$ cat src/rtl/ibc_pkg.sv
// ibc_pkg: shared constants, phase codes and the lane control struct of the
// imu bias calibration block
// no dependencies
package ibc_pkg;

    localparam int SAMPLES = 200;
    localparam int DATA_W  = 16;
    localparam int ONE_G_W = 15;
    localparam logic [ONE_G_W-1:0] ONE_G_RESET = 15'd8196;

    // sample counter holds 0 .. SAMPLES-1 between items
    localparam int CNT_W = $clog2(SAMPLES + 1);

    // accel z minus one g spans 17 bits signed, a group sum grows by log2(SAMPLES)
    localparam int SUM_W = DATA_W + 1 + $clog2(SAMPLES);
    localparam int MAG_W = SUM_W;

    // floor(2^MAG_W / SAMPLES): quotient estimate is exact or one low
    localparam longint unsigned RECIP = (64'd1 << MAG_W) / SAMPLES;
    localparam logic [MAG_W:0]   RECIP_M = (MAG_W + 1)'(RECIP);
    localparam logic [MAG_W-1:0] DIV_D   = MAG_W'(SAMPLES);

    localparam logic [1:0] PH_GYRO  = 2'd0;
    localparam logic [1:0] PH_ACCEL = 2'd1;
    localparam logic [1:0] PH_IDLE  = 2'd2;

    localparam int APB_DATA_W = 32;
    localparam int ADDR_W     = 2;
    localparam logic [ADDR_W-1:0] REG_ONE_G_ADDR = 2'd0;

    localparam int NUM_AXES = 3;

    typedef struct packed {
        logic       acc;         // word accepted this cycle
        logic       gyro_sel;    // lane sums gyro samples (else accel)
        logic       zero_gyro;   // gyro group starts: offsets read as zero now
        logic       zero_accel;  // accel group starts: offsets read as zero now
        logic       drop_accel;  // clear accel offsets after this word
        logic       accum;       // add this word to the running sum
        logic       clr_sum;     // group complete: sum back to zero
        logic       launch;      // start the offset divider on the final sum
        logic       launch_gyro; // divider result goes to gyro offsets
    } ibc_ctl_t;

endpackage

$ cat src/rtl/ibc_in_if.sv
// ibc_in_if: sample channel, valid/ready plus raw sensor words and requests
// depends on ibc_pkg
interface ibc_in_if import ibc_pkg::*; ();
    logic                     valid;
    logic                     ready;
    logic signed [DATA_W-1:0] raw_acc_x;
    logic signed [DATA_W-1:0] raw_acc_y;
    logic signed [DATA_W-1:0] raw_acc_z;
    logic signed [DATA_W-1:0] raw_gyro_x;
    logic signed [DATA_W-1:0] raw_gyro_y;
    logic signed [DATA_W-1:0] raw_gyro_z;
    logic                     request_gyro_cal;
    logic                     request_accel_cal;

    modport source (
        output valid, raw_acc_x, raw_acc_y, raw_acc_z,
               raw_gyro_x, raw_gyro_y, raw_gyro_z,
               request_gyro_cal, request_accel_cal,
        input  ready
    );

    modport sink (
        input  valid, raw_acc_x, raw_acc_y, raw_acc_z,
               raw_gyro_x, raw_gyro_y, raw_gyro_z,
               request_gyro_cal, request_accel_cal,
        output ready
    );
endinterface

$ cat src/rtl/ibc_out_if.sv
// ibc_out_if: result channel, valid/ready plus corrected words and status
// depends on ibc_pkg
interface ibc_out_if import ibc_pkg::*; ();
    logic                     valid;
    logic                     ready;
    logic signed [DATA_W-1:0] acc_x_out;
    logic signed [DATA_W-1:0] acc_y_out;
    logic signed [DATA_W-1:0] acc_z_out;
    logic signed [DATA_W-1:0] gyro_x_out;
    logic signed [DATA_W-1:0] gyro_y_out;
    logic signed [DATA_W-1:0] gyro_z_out;
    logic [1:0]               cal_phase;
    logic                     cal_finished;

    modport source (
        output valid, acc_x_out, acc_y_out, acc_z_out,
               gyro_x_out, gyro_y_out, gyro_z_out, cal_phase, cal_finished,
        input  ready
    );

    modport sink (
        input  valid, acc_x_out, acc_y_out, acc_z_out,
               gyro_x_out, gyro_y_out, gyro_z_out, cal_phase, cal_finished,
        output ready
    );
endinterface

$ cat src/rtl/ibc_lane.sv
// ibc_lane: one axis: offset subtraction, group accumulator and a two-stage
// reciprocal divider that turns the final sum into the new offset
// depends on ibc_pkg
module ibc_lane import ibc_pkg::*; (
    input  logic                     clk,
    input  logic                     rst_n,
    input  ibc_ctl_t                 ctl,
    input  logic signed [DATA_W-1:0] raw_acc,
    input  logic signed [DATA_W-1:0] raw_gyro,
    input  logic [ONE_G_W-1:0]       acc_bias,
    output logic signed [DATA_W-1:0] acc_out,
    output logic signed [DATA_W-1:0] gyro_out
);

    logic [DATA_W-1:0]       gyro_off_reg;
    logic [DATA_W-1:0]       accel_off_reg;
    logic signed [SUM_W-1:0] sum_reg;

    // divider stage 1: magnitude of final sum
    logic                    d1_valid_reg;
    logic [MAG_W-1:0]        d1_mag_reg;
    logic                    d1_neg_reg;
    logic                    d1_gyro_reg;
    // divider stage 2: quotient estimate
    logic                    d2_valid_reg;
    logic [MAG_W-1:0]        d2_mag_reg;
    logic [MAG_W-1:0]        d2_q_reg;
    logic                    d2_neg_reg;
    logic                    d2_gyro_reg;

    logic [DATA_W-1:0]       gyro_off_eff;
    logic [DATA_W-1:0]       accel_off_eff;
    logic signed [SUM_W-1:0] acc_ext;
    logic signed [SUM_W-1:0] gyro_ext;
    logic signed [SUM_W-1:0] bias_ext;
    logic signed [SUM_W-1:0] sample_v;
    logic signed [SUM_W-1:0] sum_new;
    logic signed [SUM_W-1:0] sum_neg;
    logic [MAG_W-1:0]        mag_new;
    logic [2*MAG_W:0]        prod;
    logic [2*MAG_W-1:0]      qd;
    logic [MAG_W-1:0]        rem;
    logic [MAG_W-1:0]        q_fix;
    logic [MAG_W-1:0]        q_signed;

    always_comb
    begin
        gyro_off_eff  = ctl.zero_gyro  ? '0 : gyro_off_reg;
        accel_off_eff = ctl.zero_accel ? '0 : accel_off_reg;
        acc_out  = DATA_W'(raw_acc - accel_off_eff);
        gyro_out = DATA_W'(raw_gyro - gyro_off_eff);

        acc_ext  = SUM_W'(raw_acc);
        gyro_ext = SUM_W'(raw_gyro);
        bias_ext = $signed(SUM_W'(acc_bias));
        sample_v = ctl.gyro_sel ? gyro_ext : SUM_W'(acc_ext - bias_ext);
        sum_new  = SUM_W'(sum_reg + sample_v);
        sum_neg  = SUM_W'(-sum_new);
        mag_new  = sum_new[SUM_W-1] ? MAG_W'($unsigned(sum_neg))
                                    : MAG_W'($unsigned(sum_new));

        prod = (2*MAG_W + 1)'(d1_mag_reg) * (2*MAG_W + 1)'(RECIP_M);

        // estimate is the quotient or one below it
        qd       = (2*MAG_W)'(d2_q_reg) * (2*MAG_W)'(DIV_D);
        rem      = MAG_W'(d2_mag_reg - qd[MAG_W-1:0]);
        q_fix    = (rem >= DIV_D) ? MAG_W'(d2_q_reg + 1'b1) : d2_q_reg;
        q_signed = d2_neg_reg ? MAG_W'(~q_fix + 1'b1) : q_fix;
    end

    always_ff @(posedge clk or negedge rst_n)
    begin
        if (!rst_n)
        begin
            sum_reg       <= '0;
            gyro_off_reg  <= '0;
            accel_off_reg <= '0;
            d1_valid_reg  <= 1'b0;
            d2_valid_reg  <= 1'b0;
        end
        else
        begin
            d1_valid_reg <= ctl.launch;
            d2_valid_reg <= d1_valid_reg;

            if (ctl.clr_sum)
            begin
                sum_reg <= '0;
            end
            else if (ctl.accum)
            begin
                sum_reg <= sum_new;
            end

            if (ctl.acc && ctl.zero_gyro)
            begin
                gyro_off_reg <= '0;
            end
            if (ctl.acc && (ctl.zero_accel || ctl.drop_accel))
            begin
                accel_off_reg <= '0;
            end

            if (d2_valid_reg)
            begin
                if (d2_gyro_reg)
                begin
                    gyro_off_reg <= q_signed[DATA_W-1:0];
                end
                else
                begin
                    accel_off_reg <= q_signed[DATA_W-1:0];
                end
            end
        end
    end

    always_ff @(posedge clk)
    begin
        if (ctl.launch)
        begin
            d1_mag_reg  <= mag_new;
            d1_neg_reg  <= sum_new[SUM_W-1];
            d1_gyro_reg <= ctl.launch_gyro;
        end
        d2_mag_reg  <= d1_mag_reg;
        d2_q_reg    <= prod[2*MAG_W-1:MAG_W];
        d2_neg_reg  <= d1_neg_reg;
        d2_gyro_reg <= d1_gyro_reg;
    end

endmodule

$ cat src/rtl/ibc_ctl.sv
// ibc_ctl: calibration sequencer: phase, sample count, pending accel request,
// input handshake and the stall while the lanes divide
// depends on ibc_pkg
module ibc_ctl import ibc_pkg::*; (
    input  logic       clk,
    input  logic       rst_n,
    input  logic       in_valid,
    input  logic       req_gyro,
    input  logic       req_accel,
    input  logic       out_free,
    output logic       in_ready,
    output ibc_ctl_t   ctl,
    output logic [1:0] ph_now,
    output logic       done
);

    logic [1:0]       phase_reg;
    logic [CNT_W-1:0] count_reg;
    logic             pending_reg;
    logic [1:0]       busy_reg;

    logic             in_acc;
    logic             idle;
    logic             start_g;
    logic             start_a;
    logic             pend_set;
    logic             pend_eff;
    logic             restart;
    logic             active;
    logic [CNT_W-1:0] cnt_new;

    always_comb
    begin
        in_ready = (busy_reg == 2'b00) && out_free;
        in_acc   = in_valid && in_ready;
        idle     = (phase_reg == PH_IDLE);
        start_g  = idle && req_gyro;
        start_a  = idle && !req_gyro && req_accel;
        ph_now   = start_g ? PH_GYRO : (start_a ? PH_ACCEL : phase_reg);
        active   = (ph_now != PH_IDLE);
        pend_set = (phase_reg == PH_ACCEL) && req_accel;
        pend_eff = pending_reg || pend_set;
        cnt_new  = CNT_W'(count_reg + 1'b1);
        done     = active && (cnt_new == CNT_W'(SAMPLES));
        restart  = done && (ph_now == PH_ACCEL) && pend_eff;

        ctl.acc         = in_acc;
        ctl.gyro_sel    = (ph_now == PH_GYRO);
        ctl.zero_gyro   = start_g;
        ctl.zero_accel  = start_a;
        ctl.drop_accel  = done && ((ph_now == PH_GYRO) || restart);
        ctl.accum       = in_acc && active && !done;
        ctl.clr_sum     = in_acc && done;
        // a restarted accel group throws its average away
        ctl.launch      = in_acc && done && !restart;
        ctl.launch_gyro = (ph_now == PH_GYRO);
    end

    always_ff @(posedge clk or negedge rst_n)
    begin
        if (!rst_n)
        begin
            phase_reg   <= PH_GYRO;
            count_reg   <= '0;
            pending_reg <= 1'b0;
            busy_reg    <= 2'b00;
        end
        else
        begin
            busy_reg <= {busy_reg[0], ctl.launch};
            if (in_acc)
            begin
                if (done)
                begin
                    count_reg <= '0;
                    phase_reg <= ((ph_now == PH_GYRO) || restart) ? PH_ACCEL : PH_IDLE;
                end
                else if (active)
                begin
                    count_reg <= cnt_new;
                    phase_reg <= ph_now;
                end

                if (done && (ph_now == PH_ACCEL))
                begin
                    pending_reg <= 1'b0;
                end
                else if (pend_set)
                begin
                    pending_reg <= 1'b1;
                end
            end
        end
    end

`ifndef SYNTHESIS
    // no word may pass before the new offsets land in the lanes
    a_stall_after_launch: assert property (@(posedge clk) disable iff (!rst_n)
        ctl.launch |=> !in_ready ##1 !in_ready)
        else $error("word accepted while offsets were being divided");

    a_idle_count_clear: assert property (@(posedge clk) disable iff (!rst_n)
        (phase_reg == PH_IDLE) |-> (count_reg == '0))
        else $error("sample count left over in idle phase");

    a_pending_in_accel: assert property (@(posedge clk) disable iff (!rst_n)
        pending_reg |-> (phase_reg == PH_ACCEL))
        else $error("pending accel request outside accel phase");

    a_count_bound: assert property (@(posedge clk) disable iff (!rst_n)
        in_acc && done |=> (count_reg == '0))
        else $error("sample count not cleared after group end");
`endif

endmodule

$ cat src/rtl/ibc_merge.sv
// ibc_merge: output register that gathers the three lane words and the
// sequencer status into one result word
// depends on ibc_pkg, ibc_out_if
module ibc_merge import ibc_pkg::*; (
    input  logic                     clk,
    input  logic                     rst_n,
    input  logic                     load,
    input  logic signed [DATA_W-1:0] acc_w  [NUM_AXES],
    input  logic signed [DATA_W-1:0] gyro_w [NUM_AXES],
    input  logic [1:0]               ph,
    input  logic                     done,
    output logic                     out_free,
    ibc_out_if.source                res
);

    logic                     valid_reg;
    logic signed [DATA_W-1:0] acc_reg  [NUM_AXES];
    logic signed [DATA_W-1:0] gyro_reg [NUM_AXES];
    logic [1:0]               ph_reg;
    logic                     done_reg;

    assign out_free         = !valid_reg || res.ready;
    assign res.valid        = valid_reg;
    assign res.acc_x_out    = acc_reg[0];
    assign res.acc_y_out    = acc_reg[1];
    assign res.acc_z_out    = acc_reg[2];
    assign res.gyro_x_out   = gyro_reg[0];
    assign res.gyro_y_out   = gyro_reg[1];
    assign res.gyro_z_out   = gyro_reg[2];
    assign res.cal_phase    = ph_reg;
    assign res.cal_finished = done_reg;

    always_ff @(posedge clk or negedge rst_n)
    begin
        if (!rst_n)
        begin
            valid_reg <= 1'b0;
        end
        else if (load)
        begin
            valid_reg <= 1'b1;
        end
        else if (res.ready)
        begin
            valid_reg <= 1'b0;
        end
    end

    always_ff @(posedge clk)
    begin
        if (load)
        begin
            acc_reg  <= acc_w;
            gyro_reg <= gyro_w;
            ph_reg   <= ph;
            done_reg <= done;
        end
    end

endmodule

$ cat src/rtl/imu_bias_calibration.sv
// imu_bias_calibration: accelerometer and gyroscope zero-offset removal with
// an averaging calibration sequence; top level with the configuration port
// depends on ibc_pkg, ibc_in_if, ibc_out_if, ibc_lane, ibc_ctl, ibc_merge
//
// One sample word is taken per clock and its corrected result appears on the
// result channel in the next cycle through an output register; a waiting result
// does not block the next word unless the result side stalls. Three axis lanes
// each subtract their offsets and accumulate the calibration sum, and the
// sequencer walks gyro averaging, accel averaging and idle. The word that ends
// a calibration group stalls the input: each lane then divides its sum
// by the sample count through a multiply by a constant reciprocal followed by a
// one-step correction, and no word is taken until the new offsets are in
// place. An accel group that restarts on a pending request drops its average
// and does not stall the input. No memory, no clearing pass after reset.
// accel_one_g sits at byte address 0 and is read back there.
module imu_bias_calibration import ibc_pkg::*; (
    input  logic                  clk,
    input  logic                  rst_n,
    input  logic                  psel,
    input  logic                  penable,
    input  logic                  pwrite,
    input  logic [ADDR_W-1:0]     paddr,
    input  logic [APB_DATA_W-1:0] pwdata,
    output logic [APB_DATA_W-1:0] prdata,
    output logic                  pready,
    ibc_in_if.sink                smp,
    ibc_out_if.source             res
);

    logic [ONE_G_W-1:0]       one_g_reg;
    ibc_ctl_t                 ctl;
    logic [1:0]               ph_now;
    logic                     done;
    logic                     out_free;
    logic                     in_ready;
    logic signed [DATA_W-1:0] raw_acc  [NUM_AXES];
    logic signed [DATA_W-1:0] raw_gyro [NUM_AXES];
    logic signed [DATA_W-1:0] acc_w    [NUM_AXES];
    logic signed [DATA_W-1:0] gyro_w   [NUM_AXES];

    assign pready = 1'b1;
    assign prdata = (paddr == REG_ONE_G_ADDR) ? APB_DATA_W'(one_g_reg) : '0;

    always_ff @(posedge clk or negedge rst_n)
    begin
        if (!rst_n)
        begin
            one_g_reg <= ONE_G_RESET;
        end
        else if (psel && penable && pwrite && pready && (paddr == REG_ONE_G_ADDR))
        begin
            one_g_reg <= pwdata[ONE_G_W-1:0];
        end
    end

    assign raw_acc[0]  = smp.raw_acc_x;
    assign raw_acc[1]  = smp.raw_acc_y;
    assign raw_acc[2]  = smp.raw_acc_z;
    assign raw_gyro[0] = smp.raw_gyro_x;
    assign raw_gyro[1] = smp.raw_gyro_y;
    assign raw_gyro[2] = smp.raw_gyro_z;
    assign smp.ready   = in_ready;

    ibc_ctl u_ctl (
        .clk       (clk),
        .rst_n     (rst_n),
        .in_valid  (smp.valid),
        .req_gyro  (smp.request_gyro_cal),
        .req_accel (smp.request_accel_cal),
        .out_free  (out_free),
        .in_ready  (in_ready),
        .ctl       (ctl),
        .ph_now    (ph_now),
        .done      (done)
    );

    // one g comes off the z axis only
    for (genvar i = 0; i < NUM_AXES; i++)
    begin : g_lane
        ibc_lane u_lane (
            .clk      (clk),
            .rst_n    (rst_n),
            .ctl      (ctl),
            .raw_acc  (raw_acc[i]),
            .raw_gyro (raw_gyro[i]),
            .acc_bias ((i == NUM_AXES - 1) ? one_g_reg : '0),
            .acc_out  (acc_w[i]),
            .gyro_out (gyro_w[i])
        );
    end

    ibc_merge u_merge (
        .clk      (clk),
        .rst_n    (rst_n),
        .load     (ctl.acc),
        .acc_w    (acc_w),
        .gyro_w   (gyro_w),
        .ph       (ph_now),
        .done     (done),
        .out_free (out_free),
        .res      (res)
    );

endmodule
$ cat src/flat_wrapper.sv
// flat-port wrapper written by rule: the top's interface ports become plain ports
module imu_bias_calibration_flat import ibc_pkg::*;
  (clk, rst_n, psel, penable, pwrite, paddr, pwdata, prdata, pready, smp_valid, smp_raw_acc_x, smp_raw_acc_y, smp_raw_acc_z, smp_raw_gyro_x, smp_raw_gyro_y, smp_raw_gyro_z, smp_request_gyro_cal, smp_request_accel_cal, smp_ready, res_valid, res_acc_x_out, res_acc_y_out, res_acc_z_out, res_gyro_x_out, res_gyro_y_out, res_gyro_z_out, res_cal_phase, res_cal_finished, res_ready);
  ibc_in_if smp_i ();
  ibc_out_if res_i ();
  input  logic clk;
  input  logic rst_n;
  input  logic psel;
  input  logic penable;
  input  logic pwrite;
  input  logic [ADDR_W-1:0] paddr;
  input  logic [APB_DATA_W-1:0] pwdata;
  output logic [APB_DATA_W-1:0] prdata;
  output logic pready;
  input wire logic [$bits(smp_i.valid)-1:0] smp_valid;
  input wire logic [$bits(smp_i.raw_acc_x)-1:0] smp_raw_acc_x;
  input wire logic [$bits(smp_i.raw_acc_y)-1:0] smp_raw_acc_y;
  input wire logic [$bits(smp_i.raw_acc_z)-1:0] smp_raw_acc_z;
  input wire logic [$bits(smp_i.raw_gyro_x)-1:0] smp_raw_gyro_x;
  input wire logic [$bits(smp_i.raw_gyro_y)-1:0] smp_raw_gyro_y;
  input wire logic [$bits(smp_i.raw_gyro_z)-1:0] smp_raw_gyro_z;
  input wire logic [$bits(smp_i.request_gyro_cal)-1:0] smp_request_gyro_cal;
  input wire logic [$bits(smp_i.request_accel_cal)-1:0] smp_request_accel_cal;
  output wire logic [$bits(smp_i.ready)-1:0] smp_ready;
  output wire logic [$bits(res_i.valid)-1:0] res_valid;
  output wire logic [$bits(res_i.acc_x_out)-1:0] res_acc_x_out;
  output wire logic [$bits(res_i.acc_y_out)-1:0] res_acc_y_out;
  output wire logic [$bits(res_i.acc_z_out)-1:0] res_acc_z_out;
  output wire logic [$bits(res_i.gyro_x_out)-1:0] res_gyro_x_out;
  output wire logic [$bits(res_i.gyro_y_out)-1:0] res_gyro_y_out;
  output wire logic [$bits(res_i.gyro_z_out)-1:0] res_gyro_z_out;
  output wire logic [$bits(res_i.cal_phase)-1:0] res_cal_phase;
  output wire logic [$bits(res_i.cal_finished)-1:0] res_cal_finished;
  input wire logic [$bits(res_i.ready)-1:0] res_ready;
  assign smp_i.valid = smp_valid;
  assign smp_i.raw_acc_x = smp_raw_acc_x;
  assign smp_i.raw_acc_y = smp_raw_acc_y;
  assign smp_i.raw_acc_z = smp_raw_acc_z;
  assign smp_i.raw_gyro_x = smp_raw_gyro_x;
  assign smp_i.raw_gyro_y = smp_raw_gyro_y;
  assign smp_i.raw_gyro_z = smp_raw_gyro_z;
  assign smp_i.request_gyro_cal = smp_request_gyro_cal;
  assign smp_i.request_accel_cal = smp_request_accel_cal;
  assign smp_ready = smp_i.ready;
  assign res_valid = res_i.valid;
  assign res_acc_x_out = res_i.acc_x_out;
  assign res_acc_y_out = res_i.acc_y_out;
  assign res_acc_z_out = res_i.acc_z_out;
  assign res_gyro_x_out = res_i.gyro_x_out;
  assign res_gyro_y_out = res_i.gyro_y_out;
  assign res_gyro_z_out = res_i.gyro_z_out;
  assign res_cal_phase = res_i.cal_phase;
  assign res_cal_finished = res_i.cal_finished;
  assign res_i.ready = res_ready;
  imu_bias_calibration u_core (.clk(clk), .rst_n(rst_n), .psel(psel), .penable(penable), .pwrite(pwrite), .paddr(paddr), .pwdata(pwdata), .prdata(prdata), .pready(pready), .smp(smp_i), .res(res_i));
endmodule
$ cat config.mk
export PLATFORM = sky130hd
export DESIGN_NAME = imu_bias_calibration_flat
export DESIGN_NICKNAME = d
export VERILOG_FILES = /design/src/rtl/ibc_pkg.sv /design/src/rtl/ibc_in_if.sv /design/src/rtl/ibc_out_if.sv /design/src/rtl/ibc_lane.sv /design/src/rtl/ibc_ctl.sv /design/src/rtl/ibc_merge.sv /design/src/rtl/imu_bias_calibration.sv /design/src/flat_wrapper.sv
export SDC_FILE = /design/constraint.sdc
export NUM_CORES = 2
export LEC_CHECK = 0
export BUFFER_PORTS_ARGS = -buffer_cell sky130_fd_sc_hd__buf_2
export CORE_ASPECT_RATIO = 1.75
export CORE_MARGIN = 1.5
export CORE_UTILIZATION = 40
export DETAILED_ROUTE_END_ITERATION = 10
export HOLD_SLACK_MARGIN = 0.12
export SKIP_LAST_GASP = 1
export SYNTH_ARGS = -nofsm -noshare
export SYNTH_HDL_FRONTEND = slang
export SYNTH_HIERARCHICAL = 1
export SYNTH_SLANG_ARGS = --single-unit
$ cat constraint.sdc
create_clock -name clk -period 9.2 [get_ports clk]
set_input_delay 1.38 -clock clk [delete_from_list [all_inputs] [get_ports clk]]
set_output_delay 1.38 -clock clk [all_outputs]
set_load 0.02 [all_outputs]
==> metrics.json <==
{
  "chipHeight_um": 518.1,
  "timing.critical_path.arrival_ps": 9150,
  "cts.clk_slew.worst_paths_ps": 60,
  "detailedRoute.firstPassIterationCount": 5,
  "global_placement_routability_congestion": 0.9190,
  "max_freq_mhz": 115.9,
  "max-slew-margin-rel": 0.1705,
  "h-tree-depth": 2,
  "layout.cells.most_common_list": "sky130_fd_sc_hd__ha_1 (1019), sky130_fd_sc_hd__inv_1 (903), sky130_fd_sc_hd__fa_1 (567), sky130_fd_sc_hd__nor2_1 (373), sky130_fd_sc_hd__nand2_1 (351)",
  "setup_violations": 0,
  "hold_violations": 0,
  "grt_first_pass_wirelength_um": 266800,
  "crit_path_max_incr_delay_ps": 520,
  "cap_viol_max_count": 0,
  "timing.hold.worst_endpoint": "u_core/g_lane[2].u_lane/d2_gyro_reg$_DFF_P_",
  "holdPathStages": 0,
  "drt_iter0_markers": 2083,
  "drv_slew": 0,
  "cts_num_sinks": 512,
  "grt_overflow_total": 0,
  "dr_total_vias": 45130,
  "hold_class": "flop to flop",
  "timing.clock.skew_ps": 37.32,
  "totalNegativeSetupSlack_ps": 0,
  "postSynthRegisterBits": 512,
  "timing.reg2reg.worst_path_depth": 33,
  "grt_pass1_vias": 47580,
  "placement.setup.worst_slack_ps": 530.4,
  "postRouteAntennaNets": 0,
  "synth_largest_type_area_fraction": 0.2103,
  "critPathRequiredTime_ps": 9720,
  "final_layout_size_suffix_gt1_frac": 0.07543,
  "num_rows": 188,
  "synth_top_cells_by_area": "sky130_fd_sc_hd__ha_1 (21%), sky130_fd_sc_hd__fa_1 (19%), sky130_fd_sc_hd__edfxtp_1 (8.9%)",
  "grt_antenna_before_repair": 20,
  "synth_enable_flop_cells": 180,
  "regToRegEndpoint": "u_core/g_lane[0].u_lane/gyro_off_reg[15]$_DFF_PN0_",
  "end_kind": "flop",
  "yosys_most_used_dff": "sky130_fd_sc_hd__dfrtp_1",
  "cts_tree": "done",
  "worst_path_max_delay_cell": "sky130_fd_sc_hd__or4_4",
  "worst_hold_startpoint": "u_core/g_lane[2].u_lane/d1_gyro_reg$_DFFE_PP_",
  "timing_worst_slew_pin_value_ps": 1225,
  "fraction_of_registers_with_async_set_or_reset_after_synthesis": 0.4023,
  "grt_start_max_net_pins": 85,
  "timing.rr.start": "u_core/g_lane[0].u_lane/d2_q_reg[3]$_DFF_P_",
  "synthesis.instances": 6211,
  "io_buffers": 237,
  "finalCritPeriodShare": 0.9380,
  "clock_tree.root_cell": "sky130_fd_sc_hd__clkbuf_16",
  "synth_top_area_cell": "sky130_fd_sc_hd__ha_1",
  "routed_wl_um": 171700,
  "floorplan.initialDensity": 0.4034,
  "design.core.area_um2": 150300,
  "drc": 0,
  "global_route.usage.total": 0.2230,
  "ys.warnings.count": 6,
  "avgSynthCellArea_um2": 9.763,
  "worst_skew_late_latency_ps": 670,
  "critical_path_peak_fanout": 19,
  "netlist_area_um2": 60640,
  "cts_post_setup_buffers_inserted": 0,
  "worst_setup_path_class": "flop to flop",
  "ios": 273,
  "post-route-worst-setup-slack_ps": 570.1,
  "vias_per_cell": 5.303,
  "rsz0062_at_grt": "false",
  "cts-resized-gates": 0,
  "detailed_placer_s_ending_hpwl_um": 145700,
  "routed_wire_length_per_instance_um": 20.18,
  "start_kind": "flop",
  "cts.hold.buffers_added": 0,
  "fp.dieArea_um2": 154000,
  "status": "finished clean",
  "nets": 8186,
  "die_x_um": 297.3,
  "ctsLongestPathBuffers": 3,
  "cts_inserted_buffers": 56,
  "post-route-min-period_ps": 8630,
  "worst-r2r-setup-slack_ps": 570,
  "yosysUniqueCellTypes": 121,
  "synth.yosys.seq_area_share": 0.2158,
  "area.growth.synth_to_final_pct": 8.992,
  "layout.cells.most_common": "sky130_fd_sc_hd__ha_1"
}
==> through the flow <==
step	area [um2]	hold slack [ps]	std cells	util
detailed placement	64150	330.1	8398	0.4268
global route	66080	361.9	8506	0.4396
floorplan	60810	323.3	6257	-
global placement	64150	328.3	8398	0.4268
CTS	66070	347.3	8504	0.4396
finish	66090	345.0	8510	0.4397
==> area by class of cell <==
| cell class | count | area, um2 |
|---|---|---|
| diodes | 6 | 15.01 |
| clock buffers | 75 | 1632 |
| clock inverters | 31 | 289.0 |
| fillers | 14480 | 84220 |
| inverters | 911 | 3427 |
| multi-input cells | 4716 | 43750 |
| flip-flops and latches | 512 | 13090 |
| well taps | 1995 | 2496 |
| repair buffers | 264 | 1399 |
==> logic make-up (layout without fill, tap and decap cells) <==
group / Yosys count / in the layout / synth area share
mux: 95 / 95 / 0.01684
fa+ha+maj: 1586 / 1586 / 0.3974
compound gates: 1193 / 1193 / 0.1294
buf+inv: 1029 / 1281 / 0.06611
xor+xnor: 417 / 417 / 0.06104
other cells: 2 / 54 / 0.0001238
flops: 512 / 512 / 0.2158
simple gates: 1377 / 1377 / 0.1132
==> worst max path at each step <==
stage | from | endpoint | cells after the start
global route | u_core/g_lane[0].u_lane/d2_q_reg[3]$_DFF_P_ | u_core/g_lane[0].u_lane/accel_off_reg[13]$_DFF_PN0_ | 33
floorplan | u_core/g_lane[0].u_lane/d2_q_reg[3]$_DFF_P_ | u_core/g_lane[0].u_lane/accel_off_reg[13]$_DFF_PN0_ | 32
finish | u_core/g_lane[0].u_lane/d2_q_reg[3]$_DFF_P_ | u_core/g_lane[0].u_lane/gyro_off_reg[15]$_DFF_PN0_ | 33
CTS | u_core/g_lane[0].u_lane/d2_q_reg[3]$_DFF_P_ | u_core/g_lane[0].u_lane/gyro_off_reg[15]$_DFF_PN0_ | 33
detailed placement | u_core/g_lane[0].u_lane/d2_q_reg[3]$_DFF_P_ | u_core/g_lane[0].u_lane/gyro_off_reg[15]$_DFF_PN0_ | 33
global placement | u_core/g_lane[0].u_lane/d2_q_reg[3]$_DFF_P_ | u_core/g_lane[0].u_lane/accel_off_reg[13]$_DFF_PN0_ | 33
==> critical path: cells and delay by family, from the launching register on <==
| kind | cells | cell delay, ps |
|---|---|---|
| xor+xnor | 3 | 540 |
| simple gates | 8 | 2420 |
| compound gates | 15 | 2900 |
| buf+inv | 2 | 390 |
| flops | 1 | 490 |
| fa+ha+maj | 5 | 1770 |
==> synthesized netlist by cell type (all sizes together) (12+ instances only) <==
cell type / number
clkbuf: 70
buf: 48
a211oi: 46
a21oi: 286
nand3b: 16
xnor2: 289
o21bai: 37
and3: 38
and2: 45
or2: 27
a31oi: 42
xor2: 128
or4: 21
o21a: 64
nand3: 83
mux2i: 69
nor3b: 16
nand4: 33
a21o: 93
dfrtp: 204
inv: 907
nand2b: 140
o211ai: 26
nand2: 352
nor3: 86
a2111oi: 14
a31o: 12
or3: 20
fa: 567
nor2b: 79
o31ai: 29
dfxtp: 126
o41ai: 13
nor4: 16
ha: 1019
nor2: 376
mux2: 26
o2111ai: 21
a22o: 36
edfxtp: 180
o21ai: 318
a21boi: 52
==> routing by layer <==
| layer | GRT usage | up-vias | share of wire |
|---|---|---|---|
| li1 | - | 21700 | - |
| met1 | 0.2534 | 22150 | 0.39 |
| met2 | 0.4083 | 942 | 0.51 |
| met3 | 0.02513 | 328 | 0.038 |
| met4 | 0.1147 | 10 | 0.057 |
| met5 | 0 | - | 0.00034 |
Power is not shown: default switching activity piles up to over one toggle a cycle in this logic, so the estimate is an artifact.
